$ cat src/rtl/dspa_pkg.sv
// Shared types and constants for the DSP-ADPCM channel decoder.
// No dependencies; other RTL but dspa_fifo uses scoped names, the dv files import it.
`default_nettype none

package dspa_pkg;

  // Sample counter width default (top-level parameter COUNT_BITS)
  localparam int unsigned COUNT_BITS_DEF = 16;

  // Field widths
  localparam int unsigned BYTE_W     = 8;
  localparam int unsigned NIB_W      = 4;
  localparam int unsigned SHIFT_W    = 4;
  localparam int unsigned SEL_W      = 3;
  localparam int unsigned SAMPLE_W   = 16;
  localparam int unsigned CNT_IN_W   = 16;
  localparam int unsigned FRAME_POS_W = 3;

  // Coefficient register file
  localparam int unsigned NUM_PAIRS  = 8;
  localparam int unsigned CFG_IDX_W  = 4;
  localparam int unsigned CFG_DATA_W = 32;
  localparam int unsigned COEF_W     = 16;

  // Predictor arithmetic
  localparam int unsigned SUM_W      = 36;
  localparam int unsigned FRAC_BITS  = 11;
  localparam int          ROUND_BIAS = 1024;
  localparam int          SAMPLE_MIN = -32768;
  localparam int          SAMPLE_MAX = 32767;

  // Input item kinds
  localparam logic KIND_START = 1'b0;
  localparam logic KIND_DATA  = 1'b1;

  // Queue depths
  localparam int unsigned OP_DEPTH  = 2;
  localparam int unsigned RES_DEPTH = 2;

  typedef enum logic {
    OP_START,
    OP_DATA
  } op_e;

  // One decoded work item handed from front to back
  typedef struct packed {
    op_e                        op;
    logic signed [SAMPLE_W-1:0] hist_one;
    logic signed [SAMPLE_W-1:0] hist_two;
    logic [NIB_W-1:0]           nib_hi;
    logic [NIB_W-1:0]           nib_lo;
    logic [SHIFT_W-1:0]         shift;
    logic [SEL_W-1:0]           sel;
    logic                       two;   // both nibbles carry samples
    logic                       last;  // final sample of this op ends the record
  } op_t;

  typedef struct packed {
    logic signed [SAMPLE_W-1:0] sample;
    logic                       last;
  } res_t;

endpackage

`default_nettype wire

$ cat src/rtl/dspa_fifo.sv
// Small synchronous queue, used between front and back and on the result side.
// No dependencies.
`default_nettype none

module dspa_fifo #(
  parameter int unsigned WIDTH = 8,
  parameter int unsigned DEPTH = 2
) (
  input  wire logic             clk_i,
  input  wire logic             rst_ni,
  input  wire logic             wr_i,
  input  wire logic [WIDTH-1:0] wdata_i,
  input  wire logic             rd_i,
  output logic      [WIDTH-1:0] rdata_o,
  output logic                  empty_o,
  output logic                  full_o
);

  localparam int unsigned PtrW = (DEPTH > 1) ? $clog2(DEPTH) : 1;
  localparam int unsigned CntW = $clog2(DEPTH + 1);

  logic [WIDTH-1:0] mem_q [DEPTH];
  logic [PtrW-1:0]  wr_ptr_q, wr_ptr_d;
  logic [PtrW-1:0]  rd_ptr_q, rd_ptr_d;
  logic [CntW-1:0]  cnt_q, cnt_d;
  logic             do_wr, do_rd;

  assign empty_o = (cnt_q == '0);
  assign full_o  = (cnt_q == CntW'(DEPTH));
  assign do_wr   = wr_i && !full_o;
  assign do_rd   = rd_i && !empty_o;
  assign rdata_o = mem_q[rd_ptr_q];

  always_comb begin
    wr_ptr_d = wr_ptr_q;
    rd_ptr_d = rd_ptr_q;
    cnt_d    = cnt_q;
    if (do_wr) begin
      wr_ptr_d = (wr_ptr_q == PtrW'(DEPTH - 1)) ? '0 : wr_ptr_q + PtrW'(1);
    end
    if (do_rd) begin
      rd_ptr_d = (rd_ptr_q == PtrW'(DEPTH - 1)) ? '0 : rd_ptr_q + PtrW'(1);
    end
    if (do_wr && !do_rd) begin
      cnt_d = cnt_q + CntW'(1);
    end else if (do_rd && !do_wr) begin
      cnt_d = cnt_q - CntW'(1);
    end
  end

  always_ff @(posedge clk_i or negedge rst_ni) begin
    if (!rst_ni) begin
      wr_ptr_q <= '0;
      rd_ptr_q <= '0;
      cnt_q    <= '0;
    end else begin
      wr_ptr_q <= wr_ptr_d;
      rd_ptr_q <= rd_ptr_d;
      cnt_q    <= cnt_d;
    end
  end

  always_ff @(posedge clk_i) begin
    if (do_wr) begin
      mem_q[wr_ptr_q] <= wdata_i;
    end
  end

endmodule

`default_nettype wire

$ cat src/rtl/dspa_front.sv
// Front end: accepts input beats, tracks frame position, header and count.
// Depends on dspa_pkg; emits one op_t per start item and per sample byte.
`default_nettype none

module dspa_front #(
  parameter int unsigned COUNT_BITS = dspa_pkg::COUNT_BITS_DEF
) (
  input  wire logic                                  clk_i,
  input  wire logic                                  rst_ni,
  input  wire logic                                  take_i,
  input  wire logic                                  kind_i,
  input  wire logic        [dspa_pkg::BYTE_W-1:0]    data_byte_i,
  input  wire logic signed [dspa_pkg::SAMPLE_W-1:0]  first_history_i,
  input  wire logic signed [dspa_pkg::SAMPLE_W-1:0]  second_history_i,
  input  wire logic        [dspa_pkg::CNT_IN_W-1:0]  sample_count_i,
  output logic                                       op_wr_o,
  output dspa_pkg::op_t                              op_o
);

  localparam int unsigned WideW = 33;

  logic [COUNT_BITS-1:0]                left_q, left_d;
  logic [dspa_pkg::FRAME_POS_W-1:0]     pos_q, pos_d;
  logic [dspa_pkg::SHIFT_W-1:0]         shift_q, shift_d;
  logic [dspa_pkg::SEL_W-1:0]           sel_q, sel_d;
  logic [WideW-1:0]                     cnt_wide, cnt_max, cnt_sat;
  logic                                 is_start, has_left, one_left;

  assign is_start = (kind_i == dspa_pkg::KIND_START);
  assign has_left = (left_q != '0);
  assign one_left = (left_q == COUNT_BITS'(1));

  // Saturate the record count to the counter width
  always_comb begin
    cnt_wide = WideW'(sample_count_i);
    cnt_max  = (WideW'(1) << COUNT_BITS) - WideW'(1);
    cnt_sat  = (cnt_wide > cnt_max) ? cnt_max : cnt_wide;
  end

  always_comb begin
    left_d  = left_q;
    pos_d   = pos_q;
    shift_d = shift_q;
    sel_d   = sel_q;
    op_wr_o = 1'b0;

    op_o.op       = is_start ? dspa_pkg::OP_START : dspa_pkg::OP_DATA;
    op_o.hist_one = first_history_i;
    op_o.hist_two = second_history_i;
    op_o.nib_hi   = data_byte_i[7:4];
    op_o.nib_lo   = data_byte_i[3:0];
    op_o.shift    = shift_q;
    op_o.sel      = sel_q;
    op_o.two      = !one_left;
    op_o.last     = (left_q <= COUNT_BITS'(2));

    if (take_i) begin
      if (is_start) begin
        left_d  = cnt_sat[COUNT_BITS-1:0];
        pos_d   = '0;
        shift_d = '0;
        sel_d   = '0;
        op_wr_o = 1'b1;
      end else if (has_left) begin
        if (pos_q == '0) begin
          // Frame header: latch scale and predictor pair, bit 7 unused
          shift_d = data_byte_i[3:0];
          sel_d   = data_byte_i[6:4];
          pos_d   = dspa_pkg::FRAME_POS_W'(1);
        end else begin
          pos_d   = pos_q + dspa_pkg::FRAME_POS_W'(1);
          left_d  = left_q - (one_left ? COUNT_BITS'(1) : COUNT_BITS'(2));
          op_wr_o = 1'b1;
        end
      end
    end
  end

  always_ff @(posedge clk_i or negedge rst_ni) begin
    if (!rst_ni) begin
      left_q  <= '0;
      pos_q   <= '0;
      shift_q <= '0;
      sel_q   <= '0;
    end else begin
      left_q  <= left_d;
      pos_q   <= pos_d;
      shift_q <= shift_d;
      sel_q   <= sel_d;
    end
  end

endmodule

`default_nettype wire

$ cat src/rtl/dspa_back.sv
// Back end: coefficient registers, history and the predictor datapath.
// Depends on dspa_pkg; high nibble then low nibble, one sample per cycle unless the result queue is full.
`default_nettype none

module dspa_back (
  input  wire logic                               clk_i,
  input  wire logic                               rst_ni,
  input  wire logic                               cfg_we_i,
  input  wire logic [dspa_pkg::CFG_IDX_W-1:0]     cfg_idx_i,
  input  wire logic [dspa_pkg::CFG_DATA_W-1:0]    cfg_wdata_i,
  input  wire logic                               op_valid_i,
  input  dspa_pkg::op_t                           op_i,
  output logic                                    op_rd_o,
  input  wire logic                               res_full_i,
  output logic                                    res_wr_o,
  output dspa_pkg::res_t                          res_o
);

  localparam int unsigned SW = dspa_pkg::SUM_W;

  logic [dspa_pkg::CFG_DATA_W-1:0]        coef_q [dspa_pkg::NUM_PAIRS];
  logic signed [dspa_pkg::SAMPLE_W-1:0]   hist1_q, hist2_q;
  logic                                   phase_q;

  logic [dspa_pkg::CFG_DATA_W-1:0]        pair;
  logic signed [dspa_pkg::COEF_W-1:0]     c0, c1;
  logic signed [2*dspa_pkg::COEF_W-1:0]   prod0, prod1;
  logic signed [dspa_pkg::NIB_W-1:0]      nib;
  logic signed [SW-1:0]                   scaled, sum, q;
  logic signed [dspa_pkg::SAMPLE_W-1:0]   smp;
  logic                                   is_data, final_nib, do_start, do_data;

  always_comb begin
    pair   = coef_q[op_i.sel];
    c0     = pair[31:16];
    c1     = pair[15:0];
    nib    = phase_q ? op_i.nib_lo : op_i.nib_hi;
    prod0  = c0 * hist1_q;
    prod1  = c1 * hist2_q;
    scaled = SW'(nib) <<< op_i.shift;
    sum    = (scaled <<< dspa_pkg::FRAC_BITS) + SW'(dspa_pkg::ROUND_BIAS)
             + SW'(prod0) + SW'(prod1);
    q      = sum >>> dspa_pkg::FRAC_BITS;
    if (q < SW'(dspa_pkg::SAMPLE_MIN)) begin
      smp = dspa_pkg::SAMPLE_W'(dspa_pkg::SAMPLE_MIN);
    end else if (q > SW'(dspa_pkg::SAMPLE_MAX)) begin
      smp = dspa_pkg::SAMPLE_W'(dspa_pkg::SAMPLE_MAX);
    end else begin
      smp = q[dspa_pkg::SAMPLE_W-1:0];
    end
  end

  assign is_data   = (op_i.op == dspa_pkg::OP_DATA);
  assign final_nib = phase_q || !op_i.two;
  assign do_start  = op_valid_i && !is_data;
  assign do_data   = op_valid_i && is_data && !res_full_i;
  assign op_rd_o   = do_start || (do_data && final_nib);
  assign res_wr_o  = do_data;

  always_comb begin
    res_o.sample = smp;
    res_o.last   = final_nib && op_i.last;
  end

  always_ff @(posedge clk_i or negedge rst_ni) begin
    if (!rst_ni) begin
      hist1_q <= '0;
      hist2_q <= '0;
      phase_q <= 1'b0;
    end else if (do_start) begin
      hist1_q <= op_i.hist_one;
      hist2_q <= op_i.hist_two;
      phase_q <= 1'b0;
    end else if (do_data) begin
      hist2_q <= hist1_q;
      hist1_q <= smp;
      phase_q <= !final_nib;
    end
  end

  always_ff @(posedge clk_i or negedge rst_ni) begin
    if (!rst_ni) begin
      for (int i = 0; i < dspa_pkg::NUM_PAIRS; i++) begin
        coef_q[i] <= '0;
      end
    end else if (cfg_we_i && (cfg_idx_i < dspa_pkg::CFG_IDX_W'(dspa_pkg::NUM_PAIRS))) begin
      coef_q[cfg_idx_i[dspa_pkg::SEL_W-1:0]] <= cfg_wdata_i;
    end
  end

endmodule

`default_nettype wire

$ cat src/rtl/dsp_adpcm_channel_decoder.sv
// Top level of the single-channel DSP-ADPCM decoder.
// Depends on dspa_pkg, dspa_front, dspa_fifo and dspa_back.
//
// Usage:
//   Input channel (push/full): a beat is taken when push is high and full low.
//   A start beat (kind_i = 0) loads both history samples and the sample count.
//   Data beats (kind_i = 1) follow in 8-byte frames: a header byte (scale in
//   bits 3:0, predictor pair in bits 6:4) then seven bytes of two nibbles.
//   Data beats with no samples left are dropped.
//   Result channel (empty/pop): the oldest sample sits on sample_o/last_o
//   while empty is low; last_o marks the final sample of the record.
//   Coefficient pairs 0..7 are written through cfg_we_i/cfg_idx_i/cfg_wdata_i;
//   the user writes them only while the decoder is idle, which the block does
//   not enforce. Higher indexes are ignored.
// Timing:
//   A byte's samples pass the op queue and the result queue before they show.
//   The back end produces one sample per cycle while the result queue has room,
//   headers skip it. The history recurrence through the multiply-add bounds this rate.
// Reset clears the counters, history, coefficients and both queues. When the
//   receiver stalls, results collect in the result queue, then the op queue
//   fills and full rises; nothing is lost.
`default_nettype none

module dsp_adpcm_channel_decoder #(
  parameter int unsigned COUNT_BITS = dspa_pkg::COUNT_BITS_DEF
) (
  input  wire logic                                  clk_i,
  input  wire logic                                  rst_ni,
  input  wire logic                                  push,
  output logic                                       full,
  input  wire logic                                  kind_i,
  input  wire logic        [dspa_pkg::BYTE_W-1:0]    data_byte_i,
  input  wire logic signed [dspa_pkg::SAMPLE_W-1:0]  first_history_i,
  input  wire logic signed [dspa_pkg::SAMPLE_W-1:0]  second_history_i,
  input  wire logic        [dspa_pkg::CNT_IN_W-1:0]  sample_count_i,
  output logic                                       empty,
  input  wire logic                                  pop,
  output logic signed      [dspa_pkg::SAMPLE_W-1:0]  sample_o,
  output logic                                       last_o,
  input  wire logic                                  cfg_we_i,
  input  wire logic        [dspa_pkg::CFG_IDX_W-1:0] cfg_idx_i,
  input  wire logic        [dspa_pkg::CFG_DATA_W-1:0] cfg_wdata_i
);

  localparam int unsigned OpW  = $bits(dspa_pkg::op_t);
  localparam int unsigned ResW = $bits(dspa_pkg::res_t);

  logic            take;
  logic            op_wr, op_rd, op_empty, op_full;
  dspa_pkg::op_t   op_in, op_head;
  logic [OpW-1:0]  op_head_raw;
  logic            res_wr, res_full;
  dspa_pkg::res_t  res_in, res_head;
  logic [ResW-1:0] res_head_raw;

  // Hold input while the op queue has no room
  assign full = op_full;
  assign take = push && !op_full;

  dspa_front #(
    .COUNT_BITS (COUNT_BITS)
  ) u_front (
    .clk_i            (clk_i),
    .rst_ni           (rst_ni),
    .take_i           (take),
    .kind_i           (kind_i),
    .data_byte_i      (data_byte_i),
    .first_history_i  (first_history_i),
    .second_history_i (second_history_i),
    .sample_count_i   (sample_count_i),
    .op_wr_o          (op_wr),
    .op_o             (op_in)
  );

  dspa_fifo #(
    .WIDTH (OpW),
    .DEPTH (dspa_pkg::OP_DEPTH)
  ) u_op_fifo (
    .clk_i   (clk_i),
    .rst_ni  (rst_ni),
    .wr_i    (op_wr),
    .wdata_i (op_in),
    .rd_i    (op_rd),
    .rdata_o (op_head_raw),
    .empty_o (op_empty),
    .full_o  (op_full)
  );

  assign op_head = dspa_pkg::op_t'(op_head_raw);

  dspa_back u_back (
    .clk_i       (clk_i),
    .rst_ni      (rst_ni),
    .cfg_we_i    (cfg_we_i),
    .cfg_idx_i   (cfg_idx_i),
    .cfg_wdata_i (cfg_wdata_i),
    .op_valid_i  (!op_empty),
    .op_i        (op_head),
    .op_rd_o     (op_rd),
    .res_full_i  (res_full),
    .res_wr_o    (res_wr),
    .res_o       (res_in)
  );

  // Result queue parts the datapath from a stalling receiver
  dspa_fifo #(
    .WIDTH (ResW),
    .DEPTH (dspa_pkg::RES_DEPTH)
  ) u_res_fifo (
    .clk_i   (clk_i),
    .rst_ni  (rst_ni),
    .wr_i    (res_wr),
    .wdata_i (res_in),
    .rd_i    (pop),
    .rdata_o (res_head_raw),
    .empty_o (empty),
    .full_o  (res_full)
  );

  assign res_head = dspa_pkg::res_t'(res_head_raw);
  assign sample_o = res_head.sample;
  assign last_o   = res_head.last;

endmodule

`default_nettype wire

$ cat config.mk
export PLATFORM = sky130hd
export DESIGN_NAME = dsp_adpcm_channel_decoder
export DESIGN_NICKNAME = d
export VERILOG_FILES = /design/src/rtl/dspa_pkg.sv /design/src/rtl/dspa_fifo.sv /design/src/rtl/dspa_front.sv /design/src/rtl/dspa_back.sv /design/src/rtl/dsp_adpcm_channel_decoder.sv
export SDC_FILE = /design/constraint.sdc
export NUM_CORES = 2
export LEC_CHECK = 0
export ABC_AREA = 1
export BUFFER_PORTS_ARGS = -buffer_cell sky130_fd_sc_hd__clkbuf_2
export CORE_AREA = 2 2 306 308
export DETAILED_ROUTE_END_ITERATION = 10
export DIE_AREA = 0 0 308 310
export PLACE_DENSITY_LB_ADDON = 0.15
export SLEW_MARGIN = 30
export SYNTH_ARGS = -nofsm -noshare
export SYNTH_HDL_FRONTEND = slang
export SYNTH_SLANG_ARGS = --single-unit
$ cat constraint.sdc
create_clock -name clk_i -period 14.2 [get_ports clk_i]
set_input_delay 2.13 -clock clk_i [delete_from_list [all_inputs] [get_ports clk_i]]
set_output_delay 2.13 -clock clk_i [all_outputs]
set_load 0.01 [all_outputs]
# ---- Word-level counts from Yosys, hierarchy flattened
# Memories as Yosys holds them, arrays and structs flattened.
# Cells that the tools add are included.
dict set report classes {
  bitwise_logic 2
  eq_ne 6
  order_cmp 7
  mux 45
  multipliers 2
  n_shift 1
  n_addsub 13
  reduce_logical 40
}
# op n
set ops {}
lappend ops {{$bwmux 256} 1}
lappend ops {{$mux 16} 9}
lappend ops {{$bmux 32 s3} 1}
lappend ops {{$demux 32 s3} 1}
lappend ops {{$mux 32} 3}
lappend ops {{$add 36x32->36} 2}
lappend ops {{$mul 16x16->32} 2}
lappend ops {{$add 36x12->36 const B} 1}
lappend ops {{$gt 25x16->1 const B} 1}
lappend ops {{$lt 25x16->1 const B} 1}
lappend ops {{$sshl 4x4->25} 1}
lappend ops {{$mux 3} 6}
lappend ops {{$eq 16x1->1 const B} 1}
lappend ops {{$le 16x2->1 const B} 1}
lappend ops {{$logic_and 1x1->1} 16}
lappend ops {{$mux 4} 4}
lappend ops {{$reduce_bool 16->1} 1}
lappend ops {{$sub 16x16->16} 1}
lappend ops {{$mux 1} 15}
lappend ops {{$logic_not 1->1} 12}
lappend ops {{$mux 2} 5}
lappend ops {{$ge 4x4->1 const B} 2}
lappend ops {{$not 3->4} 2}
lappend ops {{$reduce_and 3->1} 2}
lappend ops {{14 further kinds} 25}
dict set report word_totals {
  input_bits 98
  n_memories 2
  out_inout_bits 19
  mem_bits_rw 134
  ff_bits 323
}
# memory words word_bits read_ports rd_ports_with_merged_regs wr line
set mem_list {}
lappend mem_list {u_op_fifo.mem_q 2 50 1 0 1 dspa_fifo.sv:22} ;# logic [WIDTH-1:0] mem_q [DEPTH];
lappend mem_list {u_res_fifo.mem_q 2 17 1 0 1 dspa_fifo.sv:22}

# ---- Logic depth before layout (Yosys ltp)
# An unclocked memory read counts as a cell.
dict set report logic_depth {
  ltp_word 13
  ltp_mapped 48
}

# ---- Cells and area by module
# Synthesis repeated with hierarchy kept, for this count alone.
dict set report unflattened {
  cells_unflattened 4755
  hier_area_um2 41941.5
}
# mod instances cells_each area_each_um2
set by_module_without_submodules {}
lappend by_module_without_submodules {dspa_back 1 4032 34479.3}
lappend by_module_without_submodules {{dspa_fifo (u_op_fifo)} 1 293 3886.2}
lappend by_module_without_submodules {dspa_front 1 307 2082.0}
lappend by_module_without_submodules {{dspa_fifo (u_res_fifo)} 1 120 1480.2}
lappend by_module_without_submodules {dsp_adpcm_channel_decoder 1 3 13.8}

# ---- Least setup slack after synthesis
# Ideal clock, no wire load.
dict set report synth_path {
  path_kind {register to register}
  start {register u_op_fifo.rd_ptr_q}
  end {memory u_res_fifo.mem_q[0][15] in the netlist's numbering (data pin)}
  arrival_ns 8.971
  path_stages_with_launch 42
  n_path_buf 3
  setup_time_ns 0.252
  required_time_ns 13.948
  path_slack_ns 4.977
  cell_sequence {dfrtp_1 -> inv_2 -> nand2_4 -> nand2_2 -> buf_2 -> clkbuf_1 -> nand2_1 -> nand3_1 -> a31oi_1 -> nor2_1 -> inv_1 -> fa_1 -> fa_1 -> inv_1 -> fa_1 -> inv_1 -> fa_1 -> inv_1 -> (+6 left out) -> ha_1 -> a21oi_1 -> o21ai_0 -> a21oi_1 -> nor2_1 -> a211oi_1 -> nand2_1 -> nand2_1 -> nand2_1 -> nor2_1 -> nand2_1 -> nor2_1 -> nand3_1 -> nand2_4 -> buf_8 -> nand2_2 -> nand2_1 -> inv_1}
}
# item line
set synth_lines {}
lappend synth_lines {{start, declared} dspa_fifo.sv:24} ;# logic [PtrW-1:0] rd_ptr_q, rd_ptr_d;
lappend synth_lines {{start signal, assigned} dspa_fifo.sv:58} ;# rd_ptr_q <= rd_ptr_d;
lappend synth_lines {{end, declared} dspa_fifo.sv:22}

==> metrics <==
port buffer count=116; Min-Delay Path Depth=0; critical path type=reg -> reg; synth unique cells=49; hold buffers post-CTS=0; top cell type's share of synthesized area=31.2%; Synth Area in Simple Gates=14.7%; H-tree Lvls=2; max incr delay on CP=670 ps; Worst Path Required=14,540 ps; mux contribution to synthesized area=0.0485%; Yosys reg bits=457; initial antenna violation count=5; root buf cell=clkbuf_16; Via Count=31.0k; slew margin rel.=32.5%; GP Congestion=0.965; worst hold slack=478 ps; f_max=0.0878 GHz; Syn Nets=5,464; status=completed; Gate Count Post-Synth=4,572; number of global-route vias before repair=32.2k; Max FO, Critical Path=71; post-cts gate resize count=0; DR DRC count=0; first-pass iteration count of the detailed router=6; Top FF cell, synth=dfrtp_1; largest family of logic cells by synthesized area=adder cells; Mapped Area=41,300 µm²; CP arrival=11,730 ps; Wirelength per Cell=21.3 µm; 1st-iter DRT viols=2,727; Layout area overhead=9.22%; CTS Buf Count=51; largest net degree at the start of global routing=173; dpl hpwl=95,000 µm; Worst setup EP type=flop; Core Area=92,500 µm²; Avg Inst Size Synth=9.03 µm²; nets@finish=5,522; Starting Density=44.6%; worst-case clock buffer depth=3; Yosys top cell by area=fa_1; Core Rows=112; die area=95,500 µm²; Sink Count=457; Sum Neg Setup Slack=0 ps; first-pass GRT wire length=194,000 µm; io pins=117; asr flop ratio synth=70.7%; total gr overflow=0; Finish-stage setup viols=0; CP Launch Type=flop; Max-Cap Viols=0; Fin. Hold Viols=0; Commonest cells post-synth=inv_1 (922), nand2_1 (909), fa_1 (643); Synthesis Warnings=0; slowest CP cell=buf_4; Seq/Total Area, Yosys=29.3%; RSZ-0062 raised after global routing=false; Post-CTS Setup Bufs=0; layout cells sized above 1=7.86%; via density per instance=5.29; CTS tree=built; HP Class=reg -> reg; Post-synth EDFFs=134; final WL=125,000 µm; most area-consuming cells after synthesis=fa_1 (31%), dfrtp_1 (20%), edfxtp_1 (9.7%); Synth Area in XOR/XNOR=0.739%; Clock transition at path regs=60 ps; Die H=310 µm; Tcrit/Tclk final=80.2%; total track usage=27.1%; Worst Setup Slack, final=2810 ps; pre-CTS WS=2800 ps; r2r worst-path depth=40; cell with the most instances after synthesis=inv_1; post-layout min period=11,390 ps; post-synthesis compound-gate area fraction=9.12%; Post-Synth Adder-Cell Area=35.8%; Clk Latency, worst-skew pair=630 ps; DIE WIDTH=308 µm; slew of the pin with the lowest slew margin=1010 ps; Fin Clk Skew=45.8 ps; antenna viol nets, final=0; final slew viol count=0
## cell families (layout without fill, tap and decap cells)
group	Yosys count	count (layout)
buf+inv	1120	1220
mux	2	2
xor+xnor	34	34
compound gates	647	647
other cells	0	1
simple gates	1518	1518
fa+ha+maj	794	794
flops	457	457
## per-layer routing
layer | share of wire, % | wire length (µm) | track usage, %
met2 | 46 | 58200 | 43.9
met3 | 7.3 | 9160 | 4.50
met1 | 43 | 53700 | 37.4
met5 | 0.029 | 36 | 0
met4 | 3.2 | 4020 | 8.60
## flip-flops by register name (all words and copies together), names as in the netlist, 3 cells and up
name	cells
u_back.coef_q	256
u_op_fifo.mem_q	100
u_res_fifo.mem_q	34
u_back.hist1_q	16
u_back.hist2_q	16
u_front.left_q	16
u_front.shift_q	4
u_front.pos_q	3
u_front.sel_q	3
## worst max-delay path: cells and delay by family, from the launching register on
kind | cells | cell delay [ps]
flip-flops | 1 | 660
AND/OR/NAND/NOR | 14 | 2130
adder cells (fa/ha/maj) | 9 | 4400
buffers and inverters | 9 | 2030
AO/OA/AOI/OAI | 8 | 1770
## area by class of cell
class | instances | area (µm²)
Antenna cell | 1 | 2.50
Clock buffer | 70 | 1470
Clock inverter | 25 | 314
Fill cell | 8983 | 47400
Inverter | 945 | 3550
Multi-Input combinational cell | 2995 | 25100
Sequential cell | 457 | 12100
Tap cell | 1197 | 1500
Timing Repair Buffer | 180 | 1100
## metrics by stage
stage                     cell area, µm²  util (%)  instances
after floorplan                    41300         -       4572
after global placement             43300      46.8       5773
after detailed placement           43300      46.8       5773
after CTS                          45100      48.7       5868
after global routing               45100      48.8       5869
final                              45100      48.8       5870
## cells in the final DEF, fill, tap and decap left out, types with 20 or more instances in the layout
| cell type | instances |
|---|---|
| dfrtp_1 | 322 |
| a21oi_1 | 185 |
| a32o_1 | 60 |
| xnor2_1 | 23 |
| clkbuf_2 | 115 |
| edfxtp_1 | 134 |
| o21ai_0 | 295 |
| nand2_1 | 906 |
| or2_2 | 34 |
| fa_1 | 643 |
| clkbuf_16 | 52 |
| ha_1 | 151 |
| inv_1 | 922 |
| buf_4 | 62 |
| o211ai_1 | 37 |
| nor2_1 | 437 |
| clkinv_1 | 20 |
| nand3_1 | 69 |
## worst paths after layout
check | start | end | slack (ps)
max | u_op_fifo.rd_ptr_q$_DFFE_PN0P_ | u_res_fifo.mem_q[1][4]$_DFFE_PP_ | 2810
min | u_front.shift_q[3]$_DFFE_PN0P_ | u_op_fifo.mem_q[0][8]$_DFFE_PP_ | 480
max reg2reg | u_op_fifo.rd_ptr_q$_DFFE_PN0P_ | u_res_fifo.mem_q[1][4]$_DFFE_PP_ | 2810
min reg2reg | u_front.shift_q[3]$_DFFE_PN0P_ | u_op_fifo.mem_q[0][8]$_DFFE_PP_ | 480
max in group asynchronous | rst_ni | u_back.coef_q[134]$_DFFE_PN0P_ | 11200
min in group asynchronous | rst_ni | u_back.coef_q[249]$_DFFE_PN0P_ | 1520
Power is not shown: default switching activity piles up to over one toggle a cycle in this logic, so the estimate is an artifact.
